--- src/dcc_pkg.sv ---
`default_nettype none

package dcc_pkg;

  localparam int SAMPLE_BITS_DEF = 16;

  localparam int ZONE_W     = 8;
  localparam int CURVE_W    = 8;
  localparam int CFG_DATA_W = 8;
  localparam int CFG_IDX_W  = 2;

  localparam logic [CFG_IDX_W-1:0] REG_LEFT_ZONE   = 2'd0;
  localparam logic [CFG_IDX_W-1:0] REG_CENTER_ZONE = 2'd1;
  localparam logic [CFG_IDX_W-1:0] REG_RIGHT_ZONE  = 2'd2;
  localparam logic [CFG_IDX_W-1:0] REG_CURVE       = 2'd3;

  // span divisor 1000 - C - 2L (or 2R) stays in 235..1000
  localparam int SPAN_DIV_W = 10;

  localparam int                   HUNDRED_W = 7;
  localparam logic [HUNDRED_W-1:0] HUNDRED   = 7'd100;

  typedef logic [2:0] span_t;
  localparam span_t SPAN_LO_END = 3'd0;
  localparam span_t SPAN_LEFT   = 3'd1;
  localparam span_t SPAN_DEAD   = 3'd2;
  localparam span_t SPAN_RIGHT  = 3'd3;
  localparam span_t SPAN_HI_END = 3'd4;

  typedef logic [1:0] sat_t;
  localparam sat_t SAT_NONE = 2'd0;
  localparam sat_t SAT_LO   = 2'd1;
  localparam sat_t SAT_HI   = 2'd2;

endpackage

`default_nettype wire

--- src/axis_deadzone_cubic_curve_top.sv ---
`default_nettype none

// Joystick axis shaper: end zones, center dead zone and cubic response curve.
// Input channel in_valid/in_stall/in_axis_in carries one Q1.(SAMPLE_BITS-1)
// sample per word; output channel out_valid/out_stall/out_axis_out carries the
// shaped sample. A word moves when valid is high and stall is low.
// The four zone/curve registers are written through cfg_wr_en, cfg_index and
// cfg_data; the user must write them only while no word is in flight, which
// the block itself does not enforce. They reset to zero (linear, no zones). The
// pipelined span divider resolves one quotient bit per stage; the divide by 100
// of the blend is a two-stage reciprocal multiply. Throughput is one word per
// clock while in_stall is low. Reset clears all valid bits and the configuration
// registers. When the receiver stalls, the output word holds; one more word may
// drop into a skid register, and then in_stall rises and the whole pipeline holds
// until the receiver takes the output word. No word is lost or repeated.
module axis_deadzone_cubic_curve_top #(
  parameter int SAMPLE_BITS = dcc_pkg::SAMPLE_BITS_DEF
) (
  input  wire logic                                 clk,
  input  wire logic                                 rst_n,
  input  wire logic                                 in_valid,
  output logic                                      in_stall,
  input  wire logic signed [SAMPLE_BITS-1:0]        in_axis_in,
  output logic                                      out_valid,
  input  wire logic                                 out_stall,
  output logic signed [SAMPLE_BITS-1:0]             out_axis_out,
  input  wire logic                                 cfg_wr_en,
  input  wire logic [dcc_pkg::CFG_IDX_W-1:0]        cfg_index,
  input  wire logic [dcc_pkg::CFG_DATA_W-1:0]       cfg_data
);

  import dcc_pkg::*;

  localparam int SB = SAMPLE_BITS;
  localparam int FB = SB - 1;
  localparam logic [SB-1:0] F_U = SB'(1) << FB;

  logic [ZONE_W-1:0]         left_zone_r;
  logic [ZONE_W-1:0]         center_zone_r;
  logic [ZONE_W-1:0]         right_zone_r;
  logic signed [CURVE_W-1:0] curve_r;

  logic en;

  logic                        sp_valid;
  logic [FB+SPAN_DIV_W-1:0]    sp_num;
  logic [SPAN_DIV_W-1:0]       sp_den;
  span_t                       sp_span;

  logic                        d1_valid;
  logic [FB-1:0]               d1_quo;
  span_t                       d1_span;

  logic                        sh_valid;
  logic [SB-1:0]               sh_quo;
  sat_t                        sh_sat;

  logic signed [SB-1:0] y;

  logic                 out_valid_r, out_valid_nxt;
  logic signed [SB-1:0] out_axis_r, out_axis_nxt;
  logic                 skid_valid_r, skid_valid_nxt;
  logic signed [SB-1:0] skid_axis_r, skid_axis_nxt;

  always_ff @(posedge clk) begin
    if (!rst_n) begin
      left_zone_r   <= '0;
      center_zone_r <= '0;
      right_zone_r  <= '0;
      curve_r       <= '0;
    end else if (cfg_wr_en) begin
      case (cfg_index)
        REG_LEFT_ZONE:   left_zone_r   <= cfg_data;
        REG_CENTER_ZONE: center_zone_r <= cfg_data;
        REG_RIGHT_ZONE:  right_zone_r  <= cfg_data;
        REG_CURVE:       curve_r       <= cfg_data;
        default: ;
      endcase
    end
  end

  // the whole pipeline advances unless the skid register holds a word
  assign en       = !skid_valid_r;
  assign in_stall = skid_valid_r;

  dcc_span #(
    .SAMPLE_BITS(SB)
  ) u_span (
    .clk        (clk),
    .rst_n      (rst_n),
    .en         (en),
    .in_valid   (in_valid),
    .in_axis    (in_axis_in),
    .left_zone  (left_zone_r),
    .center_zone(center_zone_r),
    .right_zone (right_zone_r),
    .out_valid  (sp_valid),
    .out_num    (sp_num),
    .out_den    (sp_den),
    .out_span   (sp_span)
  );

  dcc_div #(
    .Q_BITS(FB),
    .D_BITS(SPAN_DIV_W),
    .TAG_W ($bits(span_t))
  ) u_span_div (
    .clk      (clk),
    .rst_n    (rst_n),
    .en       (en),
    .in_valid (sp_valid),
    .in_num   (sp_num),
    .in_den   (sp_den),
    .in_tag   (sp_span),
    .out_valid(d1_valid),
    .out_quo  (d1_quo),
    .out_tag  (d1_span)
  );

  dcc_shape #(
    .SAMPLE_BITS(SB)
  ) u_shape (
    .clk      (clk),
    .rst_n    (rst_n),
    .en       (en),
    .in_valid (d1_valid),
    .in_quo   (d1_quo),
    .in_span  (d1_span),
    .curve    (curve_r),
    .out_valid(sh_valid),
    .out_quo  (sh_quo),
    .out_sat  (sh_sat)
  );

  // quotient carries an offset of +1.0; drop it
  always_comb begin
    case (sh_sat)
      SAT_LO:  y = {1'b1, {FB{1'b0}}};
      SAT_HI:  y = {1'b0, {FB{1'b1}}};
      default: y = sh_quo - F_U;
    endcase
  end

  always_comb begin
    out_valid_nxt  = out_valid_r;
    out_axis_nxt   = out_axis_r;
    skid_valid_nxt = skid_valid_r;
    skid_axis_nxt  = skid_axis_r;
    if (skid_valid_r) begin
      if (!out_stall) begin
        out_axis_nxt   = skid_axis_r;
        skid_valid_nxt = 1'b0;
      end
    end else if (sh_valid) begin
      if (out_valid_r && out_stall) begin
        skid_valid_nxt = 1'b1;
        skid_axis_nxt  = y;
      end else begin
        out_valid_nxt = 1'b1;
        out_axis_nxt  = y;
      end
    end else if (out_valid_r && !out_stall) begin
      out_valid_nxt = 1'b0;
    end
  end

  always_ff @(posedge clk) begin
    if (!rst_n) begin
      out_valid_r  <= 1'b0;
      skid_valid_r <= 1'b0;
    end else begin
      out_valid_r  <= out_valid_nxt;
      skid_valid_r <= skid_valid_nxt;
    end
  end

  always_ff @(posedge clk) begin
    out_axis_r  <= out_axis_nxt;
    skid_axis_r <= skid_axis_nxt;
  end

  assign out_valid    = out_valid_r;
  assign out_axis_out = out_axis_r;

  a_skid_behind_output: assert property (@(posedge clk) disable iff (!rst_n)
    skid_valid_r |-> out_valid_r)
    else $error("skid register holds a word while the output register is empty");

  a_skid_fill_on_stall: assert property (@(posedge clk) disable iff (!rst_n)
    $rose(skid_valid_r) |-> $past(out_valid_r && out_stall))
    else $error("skid register filled without a stalled output word");

  a_skid_drain_keeps_output: assert property (@(posedge clk) disable iff (!rst_n)
    skid_valid_r |=> out_valid_r)
    else $error("output went empty while the skid register held a word");

endmodule

`default_nettype wire

--- src/dcc_div.sv ---
`default_nettype none

// Restoring unsigned divider, one quotient bit per pipeline stage.
// Expects in_num < in_den * 2**Q_BITS.
module dcc_div #(
  parameter int Q_BITS = 15,
  parameter int D_BITS = 10,
  parameter int TAG_W  = 3
) (
  input  wire logic                       clk,
  input  wire logic                       rst_n,
  input  wire logic                       en,
  input  wire logic                       in_valid,
  input  wire logic [Q_BITS+D_BITS-1:0]   in_num,
  input  wire logic [D_BITS-1:0]          in_den,
  input  wire logic [TAG_W-1:0]           in_tag,
  output logic                            out_valid,
  output logic [Q_BITS-1:0]               out_quo,
  output logic [TAG_W-1:0]                out_tag
);

  localparam int NW = Q_BITS + D_BITS;

  logic              valid_r [Q_BITS];
  logic [Q_BITS-1:0] quo_r   [Q_BITS];
  logic [TAG_W-1:0]  tag_r   [Q_BITS];
  logic [NW-1:0]     rem_r   [Q_BITS-1];
  logic [D_BITS-1:0] den_r   [Q_BITS-1];

  for (genvar k = 0; k < Q_BITS; k++) begin : g_stage
    localparam int SH = Q_BITS - 1 - k;

    logic              v_in;
    logic [NW-1:0]     rem_in;
    logic [D_BITS-1:0] den_in;
    logic [Q_BITS-1:0] quo_in;
    logic [TAG_W-1:0]  tag_in;
    logic [NW-1:0]     den_sh;
    logic              fits;
    logic [Q_BITS-1:0] quo_nxt;

    if (k == 0) begin : g_head
      assign v_in   = in_valid;
      assign rem_in = in_num;
      assign den_in = in_den;
      assign quo_in = '0;
      assign tag_in = in_tag;
    end else begin : g_body
      assign v_in   = valid_r[k-1];
      assign rem_in = rem_r[k-1];
      assign den_in = den_r[k-1];
      assign quo_in = quo_r[k-1];
      assign tag_in = tag_r[k-1];
    end

    assign den_sh  = NW'(den_in) << SH;
    assign fits    = rem_in >= den_sh;
    assign quo_nxt = {quo_in[Q_BITS-2:0], fits};

    always_ff @(posedge clk) begin
      if (!rst_n) begin
        valid_r[k] <= 1'b0;
      end else if (en) begin
        valid_r[k] <= v_in;
      end
    end

    always_ff @(posedge clk) begin
      if (en) begin
        quo_r[k] <= quo_nxt;
        tag_r[k] <= tag_in;
      end
    end

    if (k < Q_BITS - 1) begin : g_keep
      logic [NW-1:0] rem_nxt;

      assign rem_nxt = fits ? (rem_in - den_sh) : rem_in;

      always_ff @(posedge clk) begin
        if (en) begin
          rem_r[k] <= rem_nxt;
          den_r[k] <= den_in;
        end
      end
    end
  end

  assign out_valid = valid_r[Q_BITS-1];
  assign out_quo   = quo_r[Q_BITS-1];
  assign out_tag   = tag_r[Q_BITS-1];

endmodule

`default_nettype wire

--- src/dcc_span.sv ---
`default_nettype none

// Span classification: register the sample, scale by 1000, pick the span and
// build a non-negative numerator and divisor for the live spans.
module dcc_span #(
  parameter int SAMPLE_BITS = dcc_pkg::SAMPLE_BITS_DEF
) (
  input  wire logic                                      clk,
  input  wire logic                                      rst_n,
  input  wire logic                                      en,
  input  wire logic                                      in_valid,
  input  wire logic signed [SAMPLE_BITS-1:0]             in_axis,
  input  wire logic [dcc_pkg::ZONE_W-1:0]                left_zone,
  input  wire logic [dcc_pkg::ZONE_W-1:0]                center_zone,
  input  wire logic [dcc_pkg::ZONE_W-1:0]                right_zone,
  output logic                                           out_valid,
  output logic [SAMPLE_BITS-2+dcc_pkg::SPAN_DIV_W:0]     out_num,
  output logic [dcc_pkg::SPAN_DIV_W-1:0]                 out_den,
  output dcc_pkg::span_t                                 out_span
);

  import dcc_pkg::*;

  localparam int FB  = SAMPLE_BITS - 1;
  localparam int XW  = SAMPLE_BITS + 10;
  localparam int NW  = FB + SPAN_DIV_W;
  localparam int DW1 = SPAN_DIV_W + 1;

  logic                          valid_a_r;
  logic signed [SAMPLE_BITS-1:0] x_a_r;
  logic                          valid_b_r;
  logic signed [XW-1:0]          xs_b_r;
  logic                          valid_c_r;
  logic [NW-1:0]                 num_c_r;
  logic [SPAN_DIV_W-1:0]         den_c_r;
  span_t                         span_c_r;

  logic signed [XW-1:0] x_ext;
  logic signed [XW-1:0] xs_nxt;
  logic signed [XW-1:0] l_ext, c_ext, r_ext;
  logic signed [XW-1:0] thr_lo, thr_cn, thr_hi;
  logic signed [XW-1:0] num_left, num_right;
  logic [DW1-1:0]       den_l_w, den_r_w;
  logic [NW-1:0]        num_nxt;
  logic [SPAN_DIV_W-1:0] den_nxt;
  span_t                span_nxt;

  // 1000 * x as 1024x - 16x - 8x
  assign x_ext  = XW'(x_a_r);
  assign xs_nxt = (x_ext <<< 10) - (x_ext <<< 4) - (x_ext <<< 3);

  assign l_ext = XW'(left_zone);
  assign c_ext = XW'(center_zone);
  assign r_ext = XW'(right_zone);

  assign thr_lo = ((l_ext <<< 1) - XW'(1000)) <<< FB;
  assign thr_cn = c_ext <<< FB;
  assign thr_hi = (XW'(1000) - (r_ext <<< 1)) <<< FB;

  // left numerator is shifted up by den*F so the quotient comes out as t + F
  assign num_left  = xs_b_r - thr_lo;
  assign num_right = xs_b_r - thr_cn;

  assign den_l_w = DW1'(1000) - DW1'(center_zone) - (DW1'(left_zone) << 1);
  assign den_r_w = DW1'(1000) - DW1'(center_zone) - (DW1'(right_zone) << 1);

  always_comb begin
    num_nxt = '0;
    den_nxt = den_r_w[SPAN_DIV_W-1:0];
    if (xs_b_r < thr_lo) begin
      span_nxt = SPAN_LO_END;
    end else if (xs_b_r < -thr_cn) begin
      span_nxt = SPAN_LEFT;
      num_nxt  = num_left[NW-1:0];
      den_nxt  = den_l_w[SPAN_DIV_W-1:0];
    end else if (xs_b_r < thr_cn) begin
      span_nxt = SPAN_DEAD;
    end else if (xs_b_r < thr_hi) begin
      span_nxt = SPAN_RIGHT;
      num_nxt  = num_right[NW-1:0];
    end else begin
      span_nxt = SPAN_HI_END;
    end
  end

  always_ff @(posedge clk) begin
    if (!rst_n) begin
      valid_a_r <= 1'b0;
      valid_b_r <= 1'b0;
      valid_c_r <= 1'b0;
    end else if (en) begin
      valid_a_r <= in_valid;
      valid_b_r <= valid_a_r;
      valid_c_r <= valid_b_r;
    end
  end

  always_ff @(posedge clk) begin
    if (en) begin
      x_a_r    <= in_axis;
      xs_b_r   <= xs_nxt;
      num_c_r  <= num_nxt;
      den_c_r  <= den_nxt;
      span_c_r <= span_nxt;
    end
  end

  assign out_valid = valid_c_r;
  assign out_num   = num_c_r;
  assign out_den   = den_c_r;
  assign out_span  = span_c_r;

endmodule

`default_nettype wire

--- src/dcc_shape.sv ---
`default_nettype none

// Curve shaping: recover t, cube it, blend with the linear term, clamp, then
// divide the non-negative blend by 100 with a two-stage reciprocal multiply.
module dcc_shape #(
  parameter int SAMPLE_BITS = dcc_pkg::SAMPLE_BITS_DEF
) (
  input  wire logic                                    clk,
  input  wire logic                                    rst_n,
  input  wire logic                                    en,
  input  wire logic                                    in_valid,
  input  wire logic [SAMPLE_BITS-2:0]                  in_quo,
  input  wire dcc_pkg::span_t                          in_span,
  input  wire logic signed [dcc_pkg::CURVE_W-1:0]      curve,
  output logic                                         out_valid,
  output logic [SAMPLE_BITS-1:0]                       out_quo,
  output dcc_pkg::sat_t                                out_sat
);

  import dcc_pkg::*;

  localparam int SB = SAMPLE_BITS;
  localparam int FB = SB - 1;
  localparam int PW = SB + 10;
  localparam int N2 = SB + HUNDRED_W;
  localparam logic [SB-1:0]        F_U = SB'(1) << FB;
  localparam logic signed [PW-1:0] LIM = PW'(100) <<< FB;

  // 1/100 rounded up; exact for every numerator below 2**N2
  localparam int QS   = N2 + HUNDRED_W;
  localparam int MW   = N2 + 1;
  localparam int LO_W = MW / 2;
  localparam int HI_W = MW - LO_W;
  localparam int PW2  = N2 + MW;
  localparam logic [63:0]     RECIP_64 =
    ((64'd1 << QS) + 64'(HUNDRED) - 64'd1) / 64'(HUNDRED);
  localparam logic [MW-1:0]   RECIP    = RECIP_64[MW-1:0];
  localparam logic [LO_W-1:0] RECIP_LO = RECIP[LO_W-1:0];
  localparam logic [HI_W-1:0] RECIP_HI = RECIP[MW-1:LO_W];

  // stage 1
  logic                 valid1_r;
  logic signed [SB-1:0] t1_r;
  logic [SB-1:0]        a1_r;
  logic                 neg1_r;
  sat_t                 sat1_r;
  logic signed [SB-1:0] t1_nxt;
  logic [SB-1:0]        a1_nxt;
  logic                 neg1_nxt;
  sat_t                 sat1_nxt;

  // stage 2
  logic                 valid2_r;
  logic signed [SB-1:0] t2_r;
  logic [SB-1:0]        a2_r;
  logic [SB-1:0]        a2a_r;
  logic                 neg2_r;
  sat_t                 sat2_r;
  logic [2*SB-1:0]      sq;

  // stage 3
  logic                 valid3_r;
  logic signed [SB-1:0] t3_r;
  logic [SB-1:0]        a3_r;
  logic                 neg3_r;
  sat_t                 sat3_r;
  logic [2*SB-1:0]      cb;

  // stage 4
  logic                 valid4_r;
  logic signed [PW-1:0] p1_r, p2_r;
  logic                 neg4_r;
  sat_t                 sat4_r;
  logic signed [PW-1:0] c_ext, k_ext, a3_ext, t_ext;

  // stage 5
  logic                 valid5_r;
  logic [N2-1:0]        num5_r;
  sat_t                 sat5_r;
  logic signed [PW-1:0] s_sum, s_off;
  sat_t                 sat5_nxt;

  // stage 6
  logic                 valid6_r;
  logic [N2+LO_W-1:0]   plo6_r;
  logic [N2+HI_W-1:0]   phi6_r;
  sat_t                 sat6_r;

  // stage 7
  logic                 valid7_r;
  logic [SB-1:0]        quo7_r;
  sat_t                 sat7_r;
  logic [PW2-1:0]       prod;

  always_comb begin
    t1_nxt   = '0;
    a1_nxt   = '0;
    neg1_nxt = 1'b0;
    sat1_nxt = SAT_NONE;
    case (in_span)
      SPAN_LEFT: begin
        t1_nxt   = {1'b1, in_quo};
        a1_nxt   = F_U - SB'(in_quo);
        neg1_nxt = 1'b1;
      end
      SPAN_RIGHT: begin
        t1_nxt = {1'b0, in_quo};
        a1_nxt = SB'(in_quo);
      end
      SPAN_LO_END: sat1_nxt = SAT_LO;
      SPAN_HI_END: sat1_nxt = SAT_HI;
      default: sat1_nxt = SAT_NONE;
    endcase
  end

  // truncate each square and cube on the magnitude
  assign sq = {{SB{1'b0}}, a1_r} * {{SB{1'b0}}, a1_r};
  assign cb = {{SB{1'b0}}, a2_r} * {{SB{1'b0}}, a2a_r};

  assign c_ext  = PW'(curve);
  assign k_ext  = PW'(100) - c_ext;
  assign a3_ext = PW'(a3_r);
  assign t_ext  = PW'(t3_r);

  assign s_sum = neg4_r ? (p2_r - p1_r) : (p2_r + p1_r);
  assign s_off = s_sum + LIM;

  always_comb begin
    sat5_nxt = sat4_r;
    if (sat4_r == SAT_NONE) begin
      if (s_sum < -LIM) begin
        sat5_nxt = SAT_LO;
      end else if (s_sum >= LIM) begin
        sat5_nxt = SAT_HI;
      end
    end
  end

  assign prod = (PW2'(phi6_r) << LO_W) + PW2'(plo6_r);

  always_ff @(posedge clk) begin
    if (!rst_n) begin
      valid1_r <= 1'b0;
      valid2_r <= 1'b0;
      valid3_r <= 1'b0;
      valid4_r <= 1'b0;
      valid5_r <= 1'b0;
      valid6_r <= 1'b0;
      valid7_r <= 1'b0;
    end else if (en) begin
      valid1_r <= in_valid;
      valid2_r <= valid1_r;
      valid3_r <= valid2_r;
      valid4_r <= valid3_r;
      valid5_r <= valid4_r;
      valid6_r <= valid5_r;
      valid7_r <= valid6_r;
    end
  end

  always_ff @(posedge clk) begin
    if (en) begin
      t1_r   <= t1_nxt;
      a1_r   <= a1_nxt;
      neg1_r <= neg1_nxt;
      sat1_r <= sat1_nxt;

      t2_r   <= t1_r;
      a2_r   <= sq[FB +: SB];
      a2a_r  <= a1_r;
      neg2_r <= neg1_r;
      sat2_r <= sat1_r;

      t3_r   <= t2_r;
      a3_r   <= cb[FB +: SB];
      neg3_r <= neg2_r;
      sat3_r <= sat2_r;

      p1_r   <= c_ext * a3_ext;
      p2_r   <= k_ext * t_ext;
      neg4_r <= neg3_r;
      sat4_r <= sat3_r;

      num5_r <= s_off[N2-1:0];
      sat5_r <= sat5_nxt;

      plo6_r <= {{LO_W{1'b0}}, num5_r} * {{N2{1'b0}}, RECIP_LO};
      phi6_r <= {{HI_W{1'b0}}, num5_r} * {{N2{1'b0}}, RECIP_HI};
      sat6_r <= sat5_r;

      quo7_r <= prod[QS +: SB];
      sat7_r <= sat6_r;
    end
  end

  assign out_valid = valid7_r;
  assign out_quo   = quo7_r;
  assign out_sat   = sat7_r;

endmodule

`default_nettype wire
--- config.mk ---
export PLATFORM = sky130hd
export DESIGN_NAME = axis_deadzone_cubic_curve_top
export DESIGN_NICKNAME = d
export VERILOG_FILES = /design/src/dcc_pkg.sv /design/src/axis_deadzone_cubic_curve_top.sv /design/src/dcc_div.sv /design/src/dcc_span.sv /design/src/dcc_shape.sv
export SDC_FILE = /design/constraint.sdc
export NUM_CORES = 2
export LEC_CHECK = 0
export ABC_AREA = 1
export BUFFER_PORTS_ARGS = -buffer_cell sky130_fd_sc_hd__buf_2
export CORE_MARGIN = 3
export CORE_UTILIZATION = 63
export CTS_BUF_LIST = sky130_fd_sc_hd__clkbuf_8
export DETAILED_ROUTE_END_ITERATION = 10
export GPL_ROUTABILITY_DRIVEN = 0
export PLACE_DENSITY_LB_ADDON = 0.08
export SETUP_SLACK_MARGIN = 0.02
export SYNTH_ARGS = -nofsm -noshare
export SYNTH_HDL_FRONTEND = slang
export SYNTH_SLANG_ARGS = --single-unit
export TNS_END_PERCENT = 5
--- constraint.sdc ---
create_clock -name clk -period 34.8 [get_ports clk]
set_input_delay 10.44 -clock clk [delete_from_list [all_inputs] [get_ports clk]]
set_output_delay 10.44 -clock clk [all_outputs]
set_load 0.01 [all_outputs]
* After elaboration in Yosys (flattened, before gate mapping)
Memory sizes are Yosys's and may differ from the RTL's. A register that Yosys moved wholly into a read port is not among the register bits. Cells that the tools add are included.
Word-level totals: RAM bits 775, input bits 31, word-level logic and storage cells 218, ROM bits 0, latch bits 0, flip-flop bits (word level) 444, memories kept 5, output and inout port bits 18
Cells by class: bitwise gates (word level) 16, multipliers 6, equality and inequality tests 11, reduce and logical (&&, ||, !) cells 19, add/subtract/negate cells 31, shifts and indexed selects 0, $lt $le $gt $ge 21, divide/modulo/power cells 0, mux-type cells 61
Memory list:
- u_span_div.rem_r | words 14, bits a word 25, rd ports 14, clocked after Yosys merged registers in 0, write ports 14, RTL line dcc_div.sv:27 | logic [NW-1:0] rem_r [Q_BITS-1];
- u_span_div.quo_r | words 15, bits a word 15, rd ports 15, clocked after Yosys merged registers in 0, write ports 15, RTL line dcc_div.sv:25 | logic [Q_BITS-1:0] quo_r [Q_BITS];
- u_span_div.den_r | words 14, bits a word 10, rd ports 14, clocked after Yosys merged registers in 0, write ports 14, RTL line dcc_div.sv:28 | logic [D_BITS-1:0] den_r [Q_BITS-1];
- u_span_div.tag_r | words 15, bits a word 3, rd ports 15, clocked after Yosys merged registers in 0, write ports 15, RTL line dcc_div.sv:26 | logic [TAG_W-1:0] tag_r [Q_BITS];
- u_span_div.valid_r | words 15, bits a word 1, rd ports 15, clocked after Yosys merged registers in 1, write ports 15, RTL line dcc_div.sv:24 | logic valid_r [Q_BITS];
Operators with widths (count):
- $mux W25 | 17
- $pmux W16 S2 | 3
- $lt A26 B26 Y1 | 3
- $mux W16 | 4
- $mul A16 B16 Y31 | 2
- $sub A25 B24 Y25 | 2
- $add A46 B34 Y46 | 1
- $mul A23 B11 Y34 const B | 1
- $mul A23 B12 Y34 const B | 1
- $mux W1 | 28
- $add A26 B26 Y26 | 1
- $ge A26 B23 Y1 const B | 1
- $lt A26 B23 Y1 const B | 1
- $lt A26 B24 Y1 | 1
- $mux W26 | 1
- $neg A23 Y26 | 1
- $sub A26 B19 Y26 | 1
- $sub A26 B20 Y26 | 1
- $sub A26 B26 Y26 | 1
- $ge A25 B10 Y1 | 1
- $ge A25 B11 Y1 | 1
- $ge A25 B12 Y1 | 1
- $ge A25 B13 Y1 | 1
- $ge A25 B14 Y1 | 1
- 55 further kinds | 89

* Longest topological paths before layout
depth in word-level cells 6, depth in mapped cells 34, gate-level depth less buffers 34

* Cells and area by module
Synthesis repeated with hierarchy kept, for this count alone.
Second synthesis, totals: cells, all modules 10516, area, all modules 92087.1 um^2
By module, submodules not included:
- dcc_shape | times used 1, area each 46839.9 um^2, cells each 5519, sequential area each 8338.0 um^2
- dcc_div | times used 1, area each 35632.9 um^2, cells each 3845, sequential area each 20109.3 um^2
- dcc_span | times used 1, area each 6759.0 um^2, cells each 817, sequential area each 2282.2 um^2
- axis_deadzone_cubic_curve_top | times used 1, area each 2855.2 um^2, cells each 335, sequential area each 1641.6 um^2

* Least setup slack after synthesis
No wires, ideal clock.
kind register to register, start point register skid_valid_r (netlist: in_stall), end point register out_axis_r[10] (netlist: out_axis_out[10]) (data pin), arrival 27.555 ns, path buffers 1, required time 33.542 ns, setup time 1.258 ns, cell stages (with the launch flop) 4, period minus slack after synthesis 28.814 ns, slack 5.986 ns, cell sequence dfxtp_1 > inv_2 > buf_1 > a31oi_1
Between the ends: longest elaborated chain between the ends 1
Ends and longest elaborated chain:
- start: declaration | RTL line axis_deadzone_cubic_curve_top.sv:62 | logic skid_valid_r, skid_valid_nxt;
- start signal: assignment | RTL line axis_deadzone_cubic_curve_top.sv:173 | skid_valid_r <= skid_valid_nxt;
- $mux W16 | RTL line axis_deadzone_cubic_curve_top.sv:149 | if (skid_valid_r) begin
- via out_axis_nxt[10] | RTL line axis_deadzone_cubic_curve_top.sv:61 | logic signed [SB-1:0] out_axis_r, out_axis_nxt;
- end signal: assignment | RTL line axis_deadzone_cubic_curve_top.sv:178 | out_axis_r <= out_axis_nxt;
- end: declaration | RTL line axis_deadzone_cubic_curve_top.sv:61
The timed path passes the listed nets, and every way through them passes these cells. A chain may end at the register's enable or synchronous reset.

* Worst setup path in the final report
start point register skid_valid_r (netlist: in_stall), end point output port in_stall
RTL lines:
- end: declaration | RTL line axis_deadzone_cubic_curve_top.sv:22 | output logic in_stall,
No word-level cell between the ends.

==> flow_summary.ini <==
[setup_path]
rr_startpoint = curve_r[1]
r2r_cells = 24
required_ps = 24360
crit_path_end_kind = output port
cp-start-kind = register
path_max_fanout = 7
worstPathArrival_ps = 1660
max_stage_delay_ps = 560
critPathTopFamily = flip-flops
r2r_slack_ps = 27860
crit_slowest_cell = dfxtp_1
critPathKind = register to output port
path_buf_inv = 1
reg2reg_to = u_shape.p2_r[21]
cp_cell_sequence = buf_2

[drt]
dr.first_iter.drc_count = 4045
wirelength_um = 185000
wire_per_inst_um = 16.8
dr.pass1.iters = 6
drc = 0
routed-via-count = 60700
ant_nets = 0
routed_via_density = 5.50

[timing]
maxSlewViolCount = 0
setup_viol = 0
rsz0062_at_grt = no
finalHoldViolCount = 0
max-slew-margin-rel = 0.172
fin_crit_ps = 12100
fmax_mhz = 82.7
post-route-period-util = 0.348
skew_ps = 44.4
tns_ps = 0
worst_pin_slew_ps = 1230

[synthesis]
syn_avg_cell_area_sq_um = 9.46
netlist_instances = 9066
yosysWarningCount = 0
syn_nets = 10600
yosysSeqAreaShare = 0.364
synthFlopType = edfxtp_1
synth-edff-count = 1009
netlist_area_sq_um = 85800
postSynth.asyncResetShare = 0
ys_types = 71
synth-seq-cells = 1054

[cells_and_area]
drive_gt1_frac = 0.0480
fillerInstances = 10400
finalNetCount = 10700
areaGrowthSynthToFinish_pct = 6.33

[placement]
portBuffers = 48
dp_hpwl_um = 145000

[run_status]
status = finished, final reports clean

[clock_tree]
clock_latency_ps = 920
ctsResizeCount = 0
cts_sinks = 1054
cts_tree = built
hold_buffers = 0
clockBufferDepth = 3
htreeDepth = 4
cts_inserted_buffers = 173
cts_root_buf = clkbuf_8
cts_setup_buffers = 0
clk_pin_slew_ps = 60

[global_route]
gr-usage-met3 = 0.0438
grt_pass1_vias = 61900
antenna_found_initial = 5
grt_busiest_layer = met2
use_met1 = 0.353
grtUsageMet2 = 0.451
grt-ovfl-total = 0
track_usage = 0.269
grt_max_degree = 200
grt_pass1_wl_um = 305000

[flow_run]
drv_cap = 0

[floorplan]
coreArea_sq_um = 134000
start_util = 0.639
die_y_um = 375
die_area_sq_um = 141000
ioPinCount = 49
die_w_um = 375
rows = 134

[hold_path]
holdPathStages = 0
hp-class = register to register
hold_start = u_span_div.quo_r[1][36]
min_to = u_span_div.quo_r[1][52]
-- layout by cell type, fill, tap and decap left out, types with 14 or more instances in the layout --
cell type and count:
o21ai_2 23, o21ai_0 312, nor4_1 47, fa_1 738, a21oi_2 15, clkinv_1 30, dfxtp_1 45, nor3_1 87
clkbuf_8 182, nand3b_1 15, a21oi_1 487, nand2_1 1635, nand4_1 80, buf_4 23, xor2_1 266, a211oi_1 15
o22ai_1 15, a31oi_1 46, clkinv_2 17, bufinv_16 15, nor2_1 585, a21o_1 38, nand3_1 236, inv_2 16
o21bai_1 17, o211ai_1 26, buf_2 48, edfxtp_1 1009, ha_1 795, o21ai_1 41, inv_1 1994, xnor2_1 160
or2_2 33, o21a_1 20, nor2_2 14
-- registers in the layout (all words and copies together) (netlist names), 22 cells and up --
name / cells
u_span_div.rem_r: 311
u_span_div.den_r: 140
u_span_div.quo_r: 120
u_span_div.tag_r: 45
u_shape.phi6_r: 34
u_shape.p1_r: 25
u_shape.p2_r: 25
u_shape.num5_r: 23
u_span.xs_b_r: 23
u_shape.plo6_r: 22
u_span.out_num: 22
-- worst max path at each step --
| stage | start | to | slack, ps | cells past startpoint |
|---|---|---|---|---|
| 5_1_grt | in_stall | in_stall | 22580 | 1 |
| 6_report | in_stall | in_stall | 22700 | 1 |
| 3_5_place_dp | rst_n | u_span.valid_a_r | 22460 | 3 |
| 3_3_place_gp | rst_n | u_span_div.valid_r[1] | 22560 | 2 |
| 2_1_floorplan | in_stall | out_axis_out[10] | 5990 | 3 |
| 4_1_cts | in_stall | in_stall | 22600 | 1 |
-- stage by stage --
stage	cell area, sq um	hold slack, ps	cells	setup slack, ps	util
final	91200	398	11000	22700	0.679
after global placement	87600	400	10700	22560	0.652
after global routing	91200	384	11000	22580	0.679
after CTS	91200	397	11000	22600	0.679
after floorplan	85800	400	9066	5990	-
after detailed placement	87600	405	10700	22460	0.652
-- layer usage --
metal  share of wire  routed length, um  up-vias
met3           0.065              12000      429
met2            0.48              88700     1793
met5        0.000054                 10        -
li1                -                  -    29200
met4           0.036               6610        2
met1            0.42              77700    29300
-- cell families (layout without fill, tap and decap cells) --
kind of cell / after synthesis / count (layout) / share of synthesized area
other cells: 0 / 2 / 0
mux: 1 / 1 / 0.000131
compound gates: 1110 / 1110 / 0.0728
fa+ha+maj: 1533 / 1533 / 0.288
simple gates: 2796 / 2796 / 0.136
flops: 1054 / 1054 / 0.364
buf+inv: 2144 / 2344 / 0.0950
xor+xnor: 428 / 428 / 0.0439
-- cell usage after synthesis, drive strengths merged, types with 49 or more instances --
master  instances  area, sq um
clkbuf        149          561
fa            738        14800
nor4           49          319
nand4          80          500
nand2        1646         6210
nand3         247         1300
nor3           95          516
ha            795         9950
o21ai         376         1970
inv          1955         7340
edfxtp       1009        30300
a21oi         502         2570
xnor2         161         1420
nor2          601         2310
xor2          267         2350
-- layout make-up --
cell class,count,area [sq um],area share
tap,1768,2210,0.0243
clock inverter,135,1070,0.0118
inverter,1955,7350,0.0806
antenna,2,5.00,0.0000549
timing repair buffer,72,433,0.00475
clock buffer,182,2500,0.0275
multi-input combinational,5868,46400,0.509
sequential,1054,31200,0.342
Power is not shown: default switching activity piles up to over one toggle a cycle in this logic, so the estimate is an artifact.
